<file path="config.mk">
export PLATFORM = sky130hd
export DESIGN_NAME = sorted_id_table_search
export DESIGN_NICKNAME = d
export VERILOG_FILES = /design/src/rtl/sits_pkg.sv /design/src/rtl/sits_dpath.sv /design/src/rtl/sits_ctrl.sv /design/src/rtl/sorted_id_table_search.sv
export SDC_FILE = /design/constraint.sdc
export NUM_CORES = 1
export LEC_CHECK = 0
export CELL_PAD_IN_SITES_DETAIL_PLACEMENT = 1
export CELL_PAD_IN_SITES_GLOBAL_PLACEMENT = 1
export CORE_MARGIN = 4
export CORE_UTILIZATION = 62
export CTS_BUF_LIST = sky130_fd_sc_hd__clkbuf_8
export CTS_CLUSTER_DIAMETER = 60
export DETAILED_ROUTE_END_ITERATION = 6
export DONT_BUFFER_PORTS = 1
export GPL_TIMING_DRIVEN = 0
export HOLD_SLACK_MARGIN = 0.05
export PLACE_DENSITY_LB_ADDON = 0.1
export SYNTH_ARGS = -nofsm -noshare
export SYNTH_HDL_FRONTEND = slang
export SYNTH_SLANG_ARGS = --single-unit
export TNS_END_PERCENT = 50
</file>
<file path="constraint.sdc">
create_clock -name i_clk -period 8 [get_ports i_clk]
set_clock_uncertainty 0.2 [all_clocks]
set_input_delay 0.8 -clock i_clk [delete_from_list [all_inputs] [get_ports i_clk]]
set_output_delay 0.8 -clock i_clk [all_outputs]
set_load 0.01 [all_outputs]
</file>
<file path="src/rtl/sits_pkg.sv">
`timescale 1ns / 1ps
// ----------------------------------------------------------------------------
// Sorted ID table search: shared types and constants
// Command and status bundles between the controller and the datapath, and
// the fixed widths of the transaction fields.
// ----------------------------------------------------------------------------
package sits_pkg;

    localparam int ID_W    = 31;
    localparam int PROBE_W = 3;
    localparam int HELD_W  = 4;

    typedef struct packed {
        logic load;
        logic ins_rd;
        logic ins_shift;
        logic ins_key;
        logic srch_rd;
        logic srch_upd;
    } t_cmd;

    typedef struct packed {
        logic full;
        logic empty;
        logic rd_left;
        logic dv;
        logic q_gt;
        logic eq;
        logic live_after;
    } t_stat;

endpackage

</file>
<file path="src/rtl/sits_dpath.sv">
`timescale 1ns / 1ps
// ----------------------------------------------------------------------------
// Sorted ID table search: datapath
// Ordered ID memory with one write and one registered read port, fill count,
// insert pointers, binary search bounds and result registers.
// ----------------------------------------------------------------------------
module sits_dpath #(
    parameter int TABLE_DEPTH = 8
) (
    input  logic                         i_clk,
    input  logic                         i_rst_n,
    input  sits_pkg::t_cmd               i_cmd,
    output sits_pkg::t_stat              o_stat,
    input  logic                         i_action,
    input  logic [sits_pkg::ID_W-1:0]    i_id_value,
    output logic                         o_status,
    output logic                         o_found,
    output logic [sits_pkg::PROBE_W-1:0] o_probe_count,
    output logic [sits_pkg::HELD_W-1:0]  o_entries_held
);
    import sits_pkg::*;

    localparam int AW = $clog2(TABLE_DEPTH);
    localparam int CW = $clog2(TABLE_DEPTH + 1);
    localparam int PW = $clog2(CW + 1);

    logic [ID_W-1:0] r_mem [TABLE_DEPTH];
    logic [ID_W-1:0] r_q;
    logic            r_dv;
    logic [ID_W-1:0] r_key;
    logic [CW-1:0]   r_fill;
    logic [CW-1:0]   r_lo;
    logic [CW-1:0]   r_hx;
    logic [AW-1:0]   r_mid;
    logic [AW-1:0]   r_rptr;
    logic [AW-1:0]   r_wptr;
    logic            r_rd_left;
    logic [PW-1:0]   r_probes;
    logic            r_found;
    logic            r_reject;

    logic [CW:0]     w_sum;
    logic [AW-1:0]   w_mid;
    logic [CW-1:0]   w_mid_ext;
    logic [CW-1:0]   w_mid_p1;
    logic            w_lt;
    logic            w_eq;
    logic [AW-1:0]   w_raddr;
    logic            w_wen;
    logic [ID_W-1:0] w_wdata;

    assign w_sum     = {1'b0, r_lo} + {1'b0, r_hx} - 1'b1;
    assign w_mid     = w_sum[AW:1];
    assign w_mid_ext = CW'(r_mid);
    assign w_mid_p1  = w_mid_ext + 1'b1;
    assign w_lt      = r_key < r_q;
    assign w_eq      = r_key == r_q;
    assign w_raddr   = i_cmd.ins_rd ? r_rptr : w_mid;
    assign w_wen     = i_cmd.ins_shift | i_cmd.ins_key;
    assign w_wdata   = i_cmd.ins_shift ? r_q : r_key;

    assign o_stat.full       = r_fill == CW'(TABLE_DEPTH);
    assign o_stat.empty      = r_fill == '0;
    assign o_stat.rd_left    = r_rd_left;
    assign o_stat.dv         = r_dv;
    assign o_stat.q_gt       = r_q > r_key;
    assign o_stat.eq         = w_eq;
    assign o_stat.live_after = w_lt ? (r_lo < w_mid_ext) : (w_mid_p1 < r_hx);

    always_ff @(posedge i_clk) begin
        if (w_wen) begin
            r_mem[r_wptr] <= w_wdata;
        end
        r_q <= r_mem[w_raddr];
    end

    always_ff @(posedge i_clk) begin
        if (!i_rst_n) begin
            r_fill <= '0;
            r_dv   <= 1'b0;
        end else begin
            r_dv <= i_cmd.ins_rd | i_cmd.srch_rd;
            if (i_cmd.ins_key) begin
                r_fill <= r_fill + 1'b1;
            end
        end
    end

    always_ff @(posedge i_clk) begin
        if (i_cmd.load) begin
            r_key     <= i_id_value;
            r_reject  <= !i_action && o_stat.full;
            r_found   <= 1'b0;
            r_probes  <= '0;
            r_lo      <= '0;
            r_hx      <= r_fill;
            r_rptr    <= AW'(r_fill - 1'b1);
            r_wptr    <= AW'(r_fill);
            r_rd_left <= r_fill != '0;
        end
        if (i_cmd.ins_rd) begin
            r_rptr    <= r_rptr - 1'b1;
            r_rd_left <= r_rptr != '0;
        end
        if (i_cmd.ins_shift) begin
            r_wptr <= r_wptr - 1'b1;
        end
        if (i_cmd.srch_rd) begin
            r_mid <= w_mid;
        end
        if (i_cmd.srch_upd) begin
            r_probes <= r_probes + 1'b1;
            if (w_eq) begin
                r_found <= 1'b1;
            end else if (w_lt) begin
                r_hx <= w_mid_ext;
            end else begin
                r_lo <= w_mid_p1;
            end
        end
    end

    assign o_status       = r_reject;
    assign o_found        = r_found;
    assign o_probe_count  = PROBE_W'(r_probes);
    assign o_entries_held = HELD_W'(r_fill);

`ifndef SYNTHESIS
    a_fill_bound: assert property (@(posedge i_clk) disable iff (!i_rst_n)
        r_fill <= CW'(TABLE_DEPTH))
        else $error("fill count above table depth");

    a_fill_inc: assert property (@(posedge i_clk) disable iff (!i_rst_n)
        i_cmd.ins_key |=> r_fill == $past(r_fill) + 1'b1)
        else $error("insert did not advance fill count");
`endif

endmodule

</file>
<file path="src/rtl/sits_ctrl.sv">
`timescale 1ns / 1ps
// ----------------------------------------------------------------------------
// Sorted ID table search: controller
// Sequences ordered insert and binary search steps and marks the result.
// ----------------------------------------------------------------------------
module sits_ctrl (
    input  logic            i_clk,
    input  logic            i_rst_n,
    input  logic            start,
    input  logic            i_action,
    output logic            busy,
    output logic            o_valid,
    input  sits_pkg::t_stat i_stat,
    output sits_pkg::t_cmd  o_cmd
);
    import sits_pkg::*;

    typedef enum logic [4:0] {
        S_IDLE = 5'b00001,
        S_INS  = 5'b00010,
        S_SRD  = 5'b00100,
        S_SCMP = 5'b01000,
        S_DONE = 5'b10000
    } t_state;

    t_state r_state;
    t_state n_state;

    always_comb begin
        n_state = r_state;
        o_cmd   = '0;
        case (r_state)
            S_IDLE: begin
                if (start) begin
                    o_cmd.load = 1'b1;
                    if (!i_action) begin
                        n_state = i_stat.full ? S_DONE : S_INS;
                    end else begin
                        n_state = i_stat.empty ? S_DONE : S_SRD;
                    end
                end
            end
            S_INS: begin
                o_cmd.ins_rd = i_stat.rd_left;
                if (i_stat.dv) begin
                    if (i_stat.q_gt) begin
                        o_cmd.ins_shift = 1'b1;
                    end else begin
                        o_cmd.ins_key = 1'b1;
                        n_state       = S_DONE;
                    end
                end else if (!i_stat.rd_left) begin
                    o_cmd.ins_key = 1'b1;
                    n_state       = S_DONE;
                end
            end
            S_SRD: begin
                o_cmd.srch_rd = 1'b1;
                n_state       = S_SCMP;
            end
            S_SCMP: begin
                o_cmd.srch_upd = 1'b1;
                n_state = (!i_stat.eq && i_stat.live_after) ? S_SRD : S_DONE;
            end
            S_DONE: begin
                n_state = S_IDLE;
            end
            default: begin
                n_state = S_IDLE;
            end
        endcase
    end

    always_ff @(posedge i_clk) begin
        if (!i_rst_n) begin
            r_state <= S_IDLE;
        end else begin
            r_state <= n_state;
        end
    end

    assign busy    = r_state != S_IDLE;
    assign o_valid = r_state == S_DONE;

`ifndef SYNTHESIS
    a_accept_busy: assert property (@(posedge i_clk) disable iff (!i_rst_n)
        start && !busy |=> busy)
        else $error("accepted transaction did not raise busy");

    a_valid_release: assert property (@(posedge i_clk) disable iff (!i_rst_n)
        o_valid |=> !busy)
        else $error("busy held after result strobe");

    a_valid_busy: assert property (@(posedge i_clk) disable iff (!i_rst_n)
        o_valid |-> busy)
        else $error("result strobe while idle");
`endif

endmodule

</file>
<file path="src/rtl/sorted_id_table_search.sv">
`timescale 1ns / 1ps
// ----------------------------------------------------------------------------
// Sorted ID table search
// Ordered table of up to TABLE_DEPTH IDs with ordered insert and binary search.
// ----------------------------------------------------------------------------
// Usage:
//   Drive i_action and i_id_value with start high; the transaction is taken
//   at the rising edge where start is high and busy is low. Action 0 adds the
//   ID after any equal IDs, action 1 looks it up over the filled entries.
//   Exactly one result per transaction appears for one cycle with o_valid
//   high: o_status (add rejected, table full), o_found, o_probe_count and
//   o_entries_held. The receiver cannot stall; the result is gone next cycle.
//   Sequence from accept to strobe:
//     lookup: each probe is a memory read then a compare, strobe in the
//             cycle after the last compare; empty table: straight to strobe.
//     add:    the shift loop moves the entries above the ID up one place,
//             one entry per cycle through the memory read and write ports;
//             rejected add: straight to strobe.
//   busy drops the cycle after the strobe; the next start is taken then.
//   Reset (i_rst_n low, synchronous) empties the table and returns to idle.
// ----------------------------------------------------------------------------
module sorted_id_table_search #(
    parameter int TABLE_DEPTH = 8
) (
    input  logic                         i_clk,
    input  logic                         i_rst_n,
    input  logic                         start,
    output logic                         busy,
    input  logic                         i_action,
    input  logic [sits_pkg::ID_W-1:0]    i_id_value,
    output logic                         o_valid,
    output logic                         o_status,
    output logic                         o_found,
    output logic [sits_pkg::PROBE_W-1:0] o_probe_count,
    output logic [sits_pkg::HELD_W-1:0]  o_entries_held
);
    import sits_pkg::*;

    t_cmd  w_cmd;
    t_stat w_stat;

    sits_ctrl u_ctrl (
        .i_clk    (i_clk),
        .i_rst_n  (i_rst_n),
        .start    (start),
        .i_action (i_action),
        .busy     (busy),
        .o_valid  (o_valid),
        .i_stat   (w_stat),
        .o_cmd    (w_cmd)
    );

    sits_dpath #(
        .TABLE_DEPTH (TABLE_DEPTH)
    ) u_dpath (
        .i_clk          (i_clk),
        .i_rst_n        (i_rst_n),
        .i_cmd          (w_cmd),
        .o_stat         (w_stat),
        .i_action       (i_action),
        .i_id_value     (i_id_value),
        .o_status       (o_status),
        .o_found        (o_found),
        .o_probe_count  (o_probe_count),
        .o_entries_held (o_entries_held)
    );

endmodule

</file>
# Word-level counts from Yosys, hierarchy flattened
# Memory sizes are Yosys's and may differ from the RTL's. A register that Yosys moved wholly into a read port is not among the register bits.
# Index checks and enable logic that the tools add are counted.
# Widths: inputs -> output; s select.
# classes
n_addsub	8
multipliers	0
div_mod_pow	0
order_cmp	4
n_eq_ne	11
n_shift	0
muxes	43
bitwise	2
n_reduce_logical	11
# op_table
operator	count
$mux 5	8
$mux 4	8
$eq 31x31->1	1
$gt 31x31->1	1
$lt 31x31->1	1
$mux 31	1
$mux 3	8
$pmux 5 s4	1
$mux 1	17
$sub 3x1->3 const B	3
$reduce_bool 2->1	3
$eq 5x1->1 const B	1
$eq 5x2->1 const B	1
$eq 5x3->1 const B	1
$eq 5x4->1 const B	1
$eq 5x5->1 const B	1
$ne 5x1->1 const B	1
$add 3x1->4 const B	1
$add 4x1->4 const B	1
$add 4x4->4	1
$eq 4x4->1 const B	1
$logic_not 4->1	1
$lt 4x3->1	1
$lt 4x4->1	1
11 further kinds	14
# word_totals
regBits	64
latch_bits	0
mem_bits_rw	248
romBits	0
input_bits	35
out_inout_bits	11
wordCells	93
mem_count	1
# memory_table
memory	words	width	read_ports	rd_clocked_by_memory_dff	write_ports	line_no	rtl
u_dpath.r_mem	8	31	1	1	1	sits_dpath.sv:27	logic [ID_W-1:0] r_mem [TABLE_DEPTH];

# Depth between registers and ports, before layout
# Gate-level depths: netlist of the first run.
# depth
ltp_word	7
mapped_depth	10
depth_no_buf	9

# Modules after synthesis
# From an unflattened synthesis of the first run, not the netlist that was laid out.
# unflattened
hier_cells	977
hier_area_um2	14279.9
# by_module_without_submodules
module	instances	cells_per_inst	area_each_um2	seq_area_each_um2
sits_dpath	1	934	13932.1	9699.3
sits_ctrl	1	43	347.8	100.1

# Least setup slack after synthesis of the first run
# Ideal clock, no wire load.
# synth_path
path_kind	reg2reg
from	reg u_ctrl.r_state[2]
to	mem u_dpath.r_mem[0][0] (enable)
setup_time_ns	0.497
arrival_time_ns	4.389
required_time_ns	7.303
setup_slack_ns	2.914
stages_incl_launch_ff	6
n_path_buf	1
period_less_slack_ns	5.086
path_cell_list	dfxtp_1 or3_4 nor3b_4 clkbuf_1 nand2_1 nor4_1
# synth_via
elab_chain_len	5
# synth_lines
item	line_no	rtl
from (decl)	sits_ctrl.sv:26	t_state r_state;
from (signal assigned)	sits_ctrl.sv:78	r_state <= n_state;
$eq 5x2->1	sits_ctrl.sv:32	case (r_state)
$mux 3	sits_ctrl.sv:32	
$or 1x1->1	sits_dpath.sv:59	assign w_wen = i_cmd.ins_shift | i_cmd.ins_key;
$mux 1	sits_dpath.sv:71	if (w_wen) begin
$mux 1 (implied by the code)	sits_dpath.sv:72	r_mem[r_wptr] <= w_wdata;
to (decl)	sits_dpath.sv:27	
# Every way passes these cells.

# Worst setup path after layout of the first run
# layout_path
from	reg u_dpath.r_key[26]
to	mem u_dpath.r_mem[4][0], data pin
# layout_via
elab_chain_len	5
# layout_lines
item	line_no	rtl
from (decl)	sits_dpath.sv:30	logic [ID_W-1:0] r_key;
from (signal assigned)	sits_dpath.sv:91	r_key <= i_id_value;
$gt 31x31->1	sits_dpath.sv:66	assign o_stat.q_gt = r_q > r_key;
$mux 1	sits_ctrl.sv:46	if (i_stat.q_gt) begin
$mux 1	sits_ctrl.sv:45	if (i_stat.dv) begin
$mux 3	sits_ctrl.sv:32	
$mux 31	sits_dpath.sv:60	assign w_wdata = i_cmd.ins_shift ? r_q : r_key;
via u_dpath.w_wdata[0]	sits_dpath.sv:50	logic [ID_W-1:0] w_wdata;
# The timed path passes the listed nets, and every way through them passes these cells.

==> results of run 1 <==
-- flip-flops by register name, indices dropped and copies added (netlist names) --
signal,flops
u_dpath.r_mem,248
u_dpath.r_key,31
u_dpath.r_q,31
u_ctrl.r_state,5
u_dpath.o_entries_held,4
u_dpath.r_hx,4
u_dpath.r_lo,4
u_dpath.o_probe_count,3
u_dpath.r_mid,3
u_dpath.r_rptr,3
u_dpath.r_wptr,3
u_dpath.o_found,1
u_dpath.o_status,1
u_dpath.r_dv,1
u_dpath.r_rd_left,1
-- metal layers --
metal  vias up  global-route usage, %  part of all wire [%]
met1      3909                   36.4                    38
met4         0                   9.26                   2.5
met5         -                      0                     0
li1       3203                      -                     -
met3        65                   5.36                   6.0
met2       306                   50.3                    53
-- where the power goes --
part           internal [W]  leakage (nW)  switching [W]  total, W
Combinational     0.0000429          1.73      0.0000847  0.000128
Sequential          0.00197          3.07      0.0000184   0.00199
Clock              0.000701         0.579       0.000694   0.00139
Total               0.00271          5.37       0.000797   0.00351
-- layout make-up --
type,count,area [µm²]
tap,280,350
sequential,343,9800
buffer,22,140
multi-input combinational,356,3780
clock inverter,41,204
clock buffer,58,798
fill,1839,6320
inverter,54,203
timing repair buffer,24,300
-- worst register-to-register path, stage by stage, from the launching register on --
cell	delay, ps
edfxtp_1	430
ha_1	390
nand4_1	200
nor4_1	770
nand2_1	100
a21oi_1	520
nor2_1	220
buf_2	270
o21ai_0	620
-- path summary, 6_finish.rpt --
path                                             to  slack (ps)  depth (start not counted)
worst max-delay path            u_dpath.r_mem[4][0]        3980                          8
worst min-delay path              u_dpath.r_key[23]         100                          0
worst max register to register  u_dpath.r_mem[4][0]        3980                          8
worst min register to register      u_dpath.r_lo[2]         280                          2
-- synth_stat cells (all sizes together), types with 4 or more instances --
master | count | share of area, %
a21oi | 31 | 1.2
and3 | 4 | 0.18
buf | 16 | 0.85
clkbuf | 6 | 0.16
dfxtp | 50 | 7.2
edfxtp | 293 | 63
ha | 45 | 4.1
inv | 54 | 1.5
mux2 | 61 | 5.0
mux2i | 7 | 0.51
mux4 | 62 | 10
nand2 | 31 | 0.86
nand2b | 5 | 0.23
nand3 | 15 | 0.54
nand4 | 5 | 0.23
nor2 | 20 | 0.54
nor2b | 4 | 0.18
nor3 | 7 | 0.25
o21ai | 19 | 0.69
xnor2 | 5 | 0.32
-- through the flow --
stage               hold slack (ps)  setup TNS, ps  setup WS, ps  utilization (%)
finish                         97.6              0          3980             71.1
global route                   64.7              0          3720             71.1
CTS                            69.3              0          4080             71.1
detailed placement              275              0          4190             66.6
global placement                269         -19970          -648             65.0
floorplan                       249              0          2910                -
-- kinds of logic after synthesis --
logic type,Yosys count
AO/OA/AOI/OAI,66
XOR/XNOR,8
adder cells (fa/ha/maj),46
buffers and inverters,76
flip-flops,343
multiplexers,130
AND/OR/NAND/NOR,106
-- layout by cell type (no fill, tap or decap), types with 18 or more instances in the layout --
master / instances
buf_6: 20
mux2_2: 61
edfxtp_1: 293
clkbuf_8: 58
inv_1: 71
a21oi_1: 30
ha_1: 45
nand2_1: 30
o21ai_0: 18
mux4_2: 62
dfxtp_1: 50
==> impl_metrics.ini, run 1 <==
[worst_setup_path]
critPathLaunch = u_dpath.r_key[26]
critPathCaptureType = flop
cp_slowest_cell = nor4_1
cpPeakStageDelay_ps = 770
startpoint_type = flop
critPathKind = reg -> reg
path_buf_inv = 1
cp_data_required_time_ps = 8080
cp_top_family = simple AND/OR/NAND/NOR gates
arrival_ps = 4100
path_max_fanout = 10
rr_startpoint = u_dpath.r_key[26]
crit_chain = ha_1, nand4_1, nor4_1, nand2_1, a21oi_1, nor2_1, buf_2, o21ai_0

[logic_synthesis]
async_reset_ff_share_pct = 0
syn_nets = 856
synth-simple-area-share_pct = 3.89
synthMuxAreaShare_pct = 15.5
ys.flop_type = edfxtp_1
yosysWarningCount = 0
ys_ff_latch = 343
synthXorXnorAreaFrac_pct = 0.505
yosysUniqueCellTypes = 46
syn_area_per_cell_um2 = 17.9
synthAdderAreaFrac_pct = 4.20
seq_area_frac_synth_pct = 70.6
synth-edff-count = 293
synth_top_family_by_area = multiplexers
synth-compound-area-share_pct = 2.76
synthCells = 775
netlist_area_mm2 = 0.0139

[clocking]
cts_tree = built
numCtsBuffers = 53
clock_latency_ps = 590
post_cts_buffers = 0
cts_buffer_depth = 3
htreeDepth = 2
cts_resized = 0
hold_buffers = 0
clock-sinks = 343
cts_root_buf = clkbuf_8
clkTransAtPathRegs_ps = 70

[run]
maxCapViolCount = 0

[floorplan]
die_y_um = 158
ios = 46
rows = 54
coreArea_mm2 = 0.0219
die_w_um = 158
initial_utilization_pct = 63.4
dieArea_mm2 = 0.0248

[worst_hold_path]
hold_path_class = in -> reg
hold_start = i_id_value[23]

[finish]
final_cell_count_no_fill = 1178
antennaDiodeCount = 0
stdcell_area_mm2 = 0.0156
drive_gt1_share_pct = 27.2
syn_to_final_growth_pct = 12.3
nets = 935

[detailed_routing]
viasPerCell = 6.35
drt_iter0_markers = 638
wire_per_inst_um = 29.1
route.detailed.drc = 0
num_vias = 7483
wl_um = 34200
antenna_left = 0
drt_pass1_iterations = 5

[global_route]
grt_remaining_overflow = 0
grt_pass1_wl_um = 51700
antenna_found_initial = 0
grt_max_degree = 34
grt_pass1_vias = 8521
grt.total_usage_pct = 28.6

[place]
hpwl_um = 21500
gp_congestion = 0.843
portBuffers = 0
placedCellCount = 1079
place_area_mm2 = 0.0146

[pwr]
powerDensity_mw_per_mm2 = 225
leakagePower_nw = 5.37
vdd_drop_max_mv = 0.151
report.power.total_w = 0.00351

[timing]
post-route-min-period_ps = 4020
finalSetupViolCount = 0
min_period_over_period_pct = 50.3
final_max_slew_viol_count = 0
rsz0062_at_grt = false
tightest_slew_ps = 1320
slew_headroom_pct = 11.1
max_freq_mhz = 249
hold_violations = 0

[outcome]
status = complete, no violations
(Power assumes the default switching activity.)
==> run 2: changes to the inputs <==
ABC_AREA = 1   (was default)
CORE_UTILIZATION = 48   (was 62)
clock period = 3.7 ns   (was 8 ns; I/O delays follow)
==> impl_metrics.ini, run 2 <==
[global_route]
grt_pass1_wl_um = 63500
grt_remaining_overflow = 0
grt.total_usage_pct = 24.6
grt_max_degree = 23
antenna_found_initial = 0
grt_pass1_vias = 11000

[worst_setup_path]
cp_data_required_time_ps = 3720
critPathKind = reg -> reg
crit_chain = ha_1, nand2_1, nor2_2, nand4_1, nor3_2, nand2_2, nand4_1, buf_4, clkbuf_1, o21ai_0
startpoint_type = flop
cp_common_cell = nand4_1
cp_slowest_cell = clkbuf_1
cpPeakStageDelay_ps = 670
critPathCaptureType = flop
arrival_ps = 3780
path_max_fanout = 10

[floorplan]
rows = 64
die_w_um = 184
dieArea_mm2 = 0.0340
ios = 46
initial_utilization_pct = 48.7
die_y_um = 184
coreArea_mm2 = 0.0307

[timing]
tightest_slew_ps = 883
min_period_over_period_pct = 102
rsz0062_at_grt = true
setup_ws_ps = -65.7
post-route-min-period_ps = 3770
slew_headroom_pct = 40.5
final_max_slew_viol_count = 0
hold_violations = 0
finalSetupViolCount = 16
max_freq_mhz = 266

[detailed_routing]
wire_per_inst_um = 21.6
drt_iter0_markers = 692
antenna_left = 0
drt_pass1_iterations = 5
viasPerCell = 5.42
num_vias = 10400
route.detailed.drc = 0
wl_um = 41300

[outcome]
violations = setup timing
status = finished with violations

[logic_synthesis]
async_reset_ff_share_pct = 0
synth_most_common_cell = edfxtp_1
synthTopCellsByCount = edfxtp_1, nand2_1, inv_1, o211ai_1, o21ai_0
synth-edff-count = 293
yosysWarningCount = 0
yosys.area.top_type = edfxtp_1
netlist_area_mm2 = 0.0149
ys_ff_latch = 343
yosysUniqueCellTypes = 40
syn_nets = 1425
synthTopCellsByArea = edfxtp_1, nand2_1, dfxtp_1, inv_1, o211ai_1
synth_top_area_share_pct = 58.9
seq_area_frac_synth_pct = 65.6
syn_area_per_cell_um2 = 11.1
ys.flop_type = edfxtp_1
synthCells = 1344

[clocking]
cts_tree = built
clock_latency_ps = 600
htreeDepth = 2
cts_buffer_depth = 3
numCtsBuffers = 57
clkTransAtPathRegs_ps = 60
clock-sinks = 343
cts_root_buf = clkbuf_8

[place]
gp_congestion = 0.797
hpwl_um = 27600
dpl_worst_slack_ps = -921
placedCellCount = 1754
portBuffers = 0

[finish]
syn_to_final_growth_pct = 16.5
largest_reg_flops = 248
antennaDiodeCount = 0
final_cell_mix = edfxtp_1, nand2_1, inv_1, o211ai_1, o21ai_1
final_cell_count_no_fill = 1912
drive_gt1_share_pct = 11.1
nets = 1550
reg.largest.list = u_dpath.r_mem (248), u_dpath.r_key (31), u_dpath.r_q (31)
final_core_util_pct = 56.7
largest-register = u_dpath.r_mem
final_common_cell = edfxtp_1

[pwr]
vdd_drop_max_mv = 0.314
powerDensity_mw_per_mm2 = 475
leakagePower_nw = 6.96

[run]
maxCapViolCount = 0

[worst_hold_path]
hold_path_class = in -> reg
## run 2: cell types whose count changed after synthesis, sizes merged, moves of 24 or more
cell / delta
inv: +192
o21ai: +90
buf: +24
o211ai: +93
mux2: -61
mux4: -62
nand2: +263
## run 2: logic make-up after synthesis
group                    share of synthesized area, %
AO/OA/AOI/OAI                                    10.6
XOR/XNOR                                        0.528
adder cells (fa/ha/maj)                          3.90
buffers and inverters                            8.79
flip-flops                                       65.6
AND/OR/NAND/NOR                                  10.5
## run 2: layout make-up
class                      count  area, µm²
buffer                        54        385
clock buffer                  60        826
clock inverter                46        189
fill                        3244      13300
inverter                     247        927
multi-input combinational    700       3930
sequential                   343       9800
tap                          396        495
timing repair buffer          66        846
## run 2: layer usage
layer  track usage [%]  up-vias  share of wire (%)
met5                 0        -                  0
met4              7.25        0                2.8
met3              3.57       78                5.2
met2              42.1      280                 49
met1              33.0     5183                 43
li1                  -     4826                  -
## run 2: final timing paths
path | to | from | slack (ps) | cells past startpoint
worst max-delay path | u_dpath.r_mem[5][26] | u_dpath.r_key[30] | -70 | 10
worst min-delay path | u_dpath.r_key[29] | i_id_value[29] | 200 | 1
worst max register to register | u_dpath.r_mem[5][26] | u_dpath.r_key[30] | -70 | 10
worst min register to register | u_dpath.r_lo[1] | u_dpath.r_lo[1] | 300 | 2
## run 2: power by group
group,internal [W],switching (W)
clock network,0.00149,0.00150
registers,0.00435,0.0000630
logic,0.000284,0.000574
total,0.00612,0.00213
## run 2: through the flow
step | area [µm²] | total power (W) | setup TNS (ps) | hold slack, ps
after floorplan | 15000 | 0.00498 | -28740 | 256
after global placement | 15500 | 0.00524 | -690670 | 269
after detailed placement | 15800 | 0.00530 | -232450 | 269
after CTS | 17400 | 0.00831 | 0 | 166
after global routing | 17400 | 0.00862 | -7350 | 188
final | 17400 | 0.00826 | -945 | 200
## run 2: critical path: cells and delay by family (launching register included)
kind                     cells  cell delay [ps]
AND/OR/NAND/NOR              6             1130
AO/OA/AOI/OAI                1              490
flip-flops                   1              390
adder cells (fa/ha/maj)      1              330
buffers and inverters        2              840
## run 2: timing repair
action,CTS,global route
hold buffers,35,0
hold endpoints to repair,54,0
setup endpoints to repair,499,357
pin swaps,9,1
buffers inserted,17,0
resized for setup,6,26
gates cloned,0,0
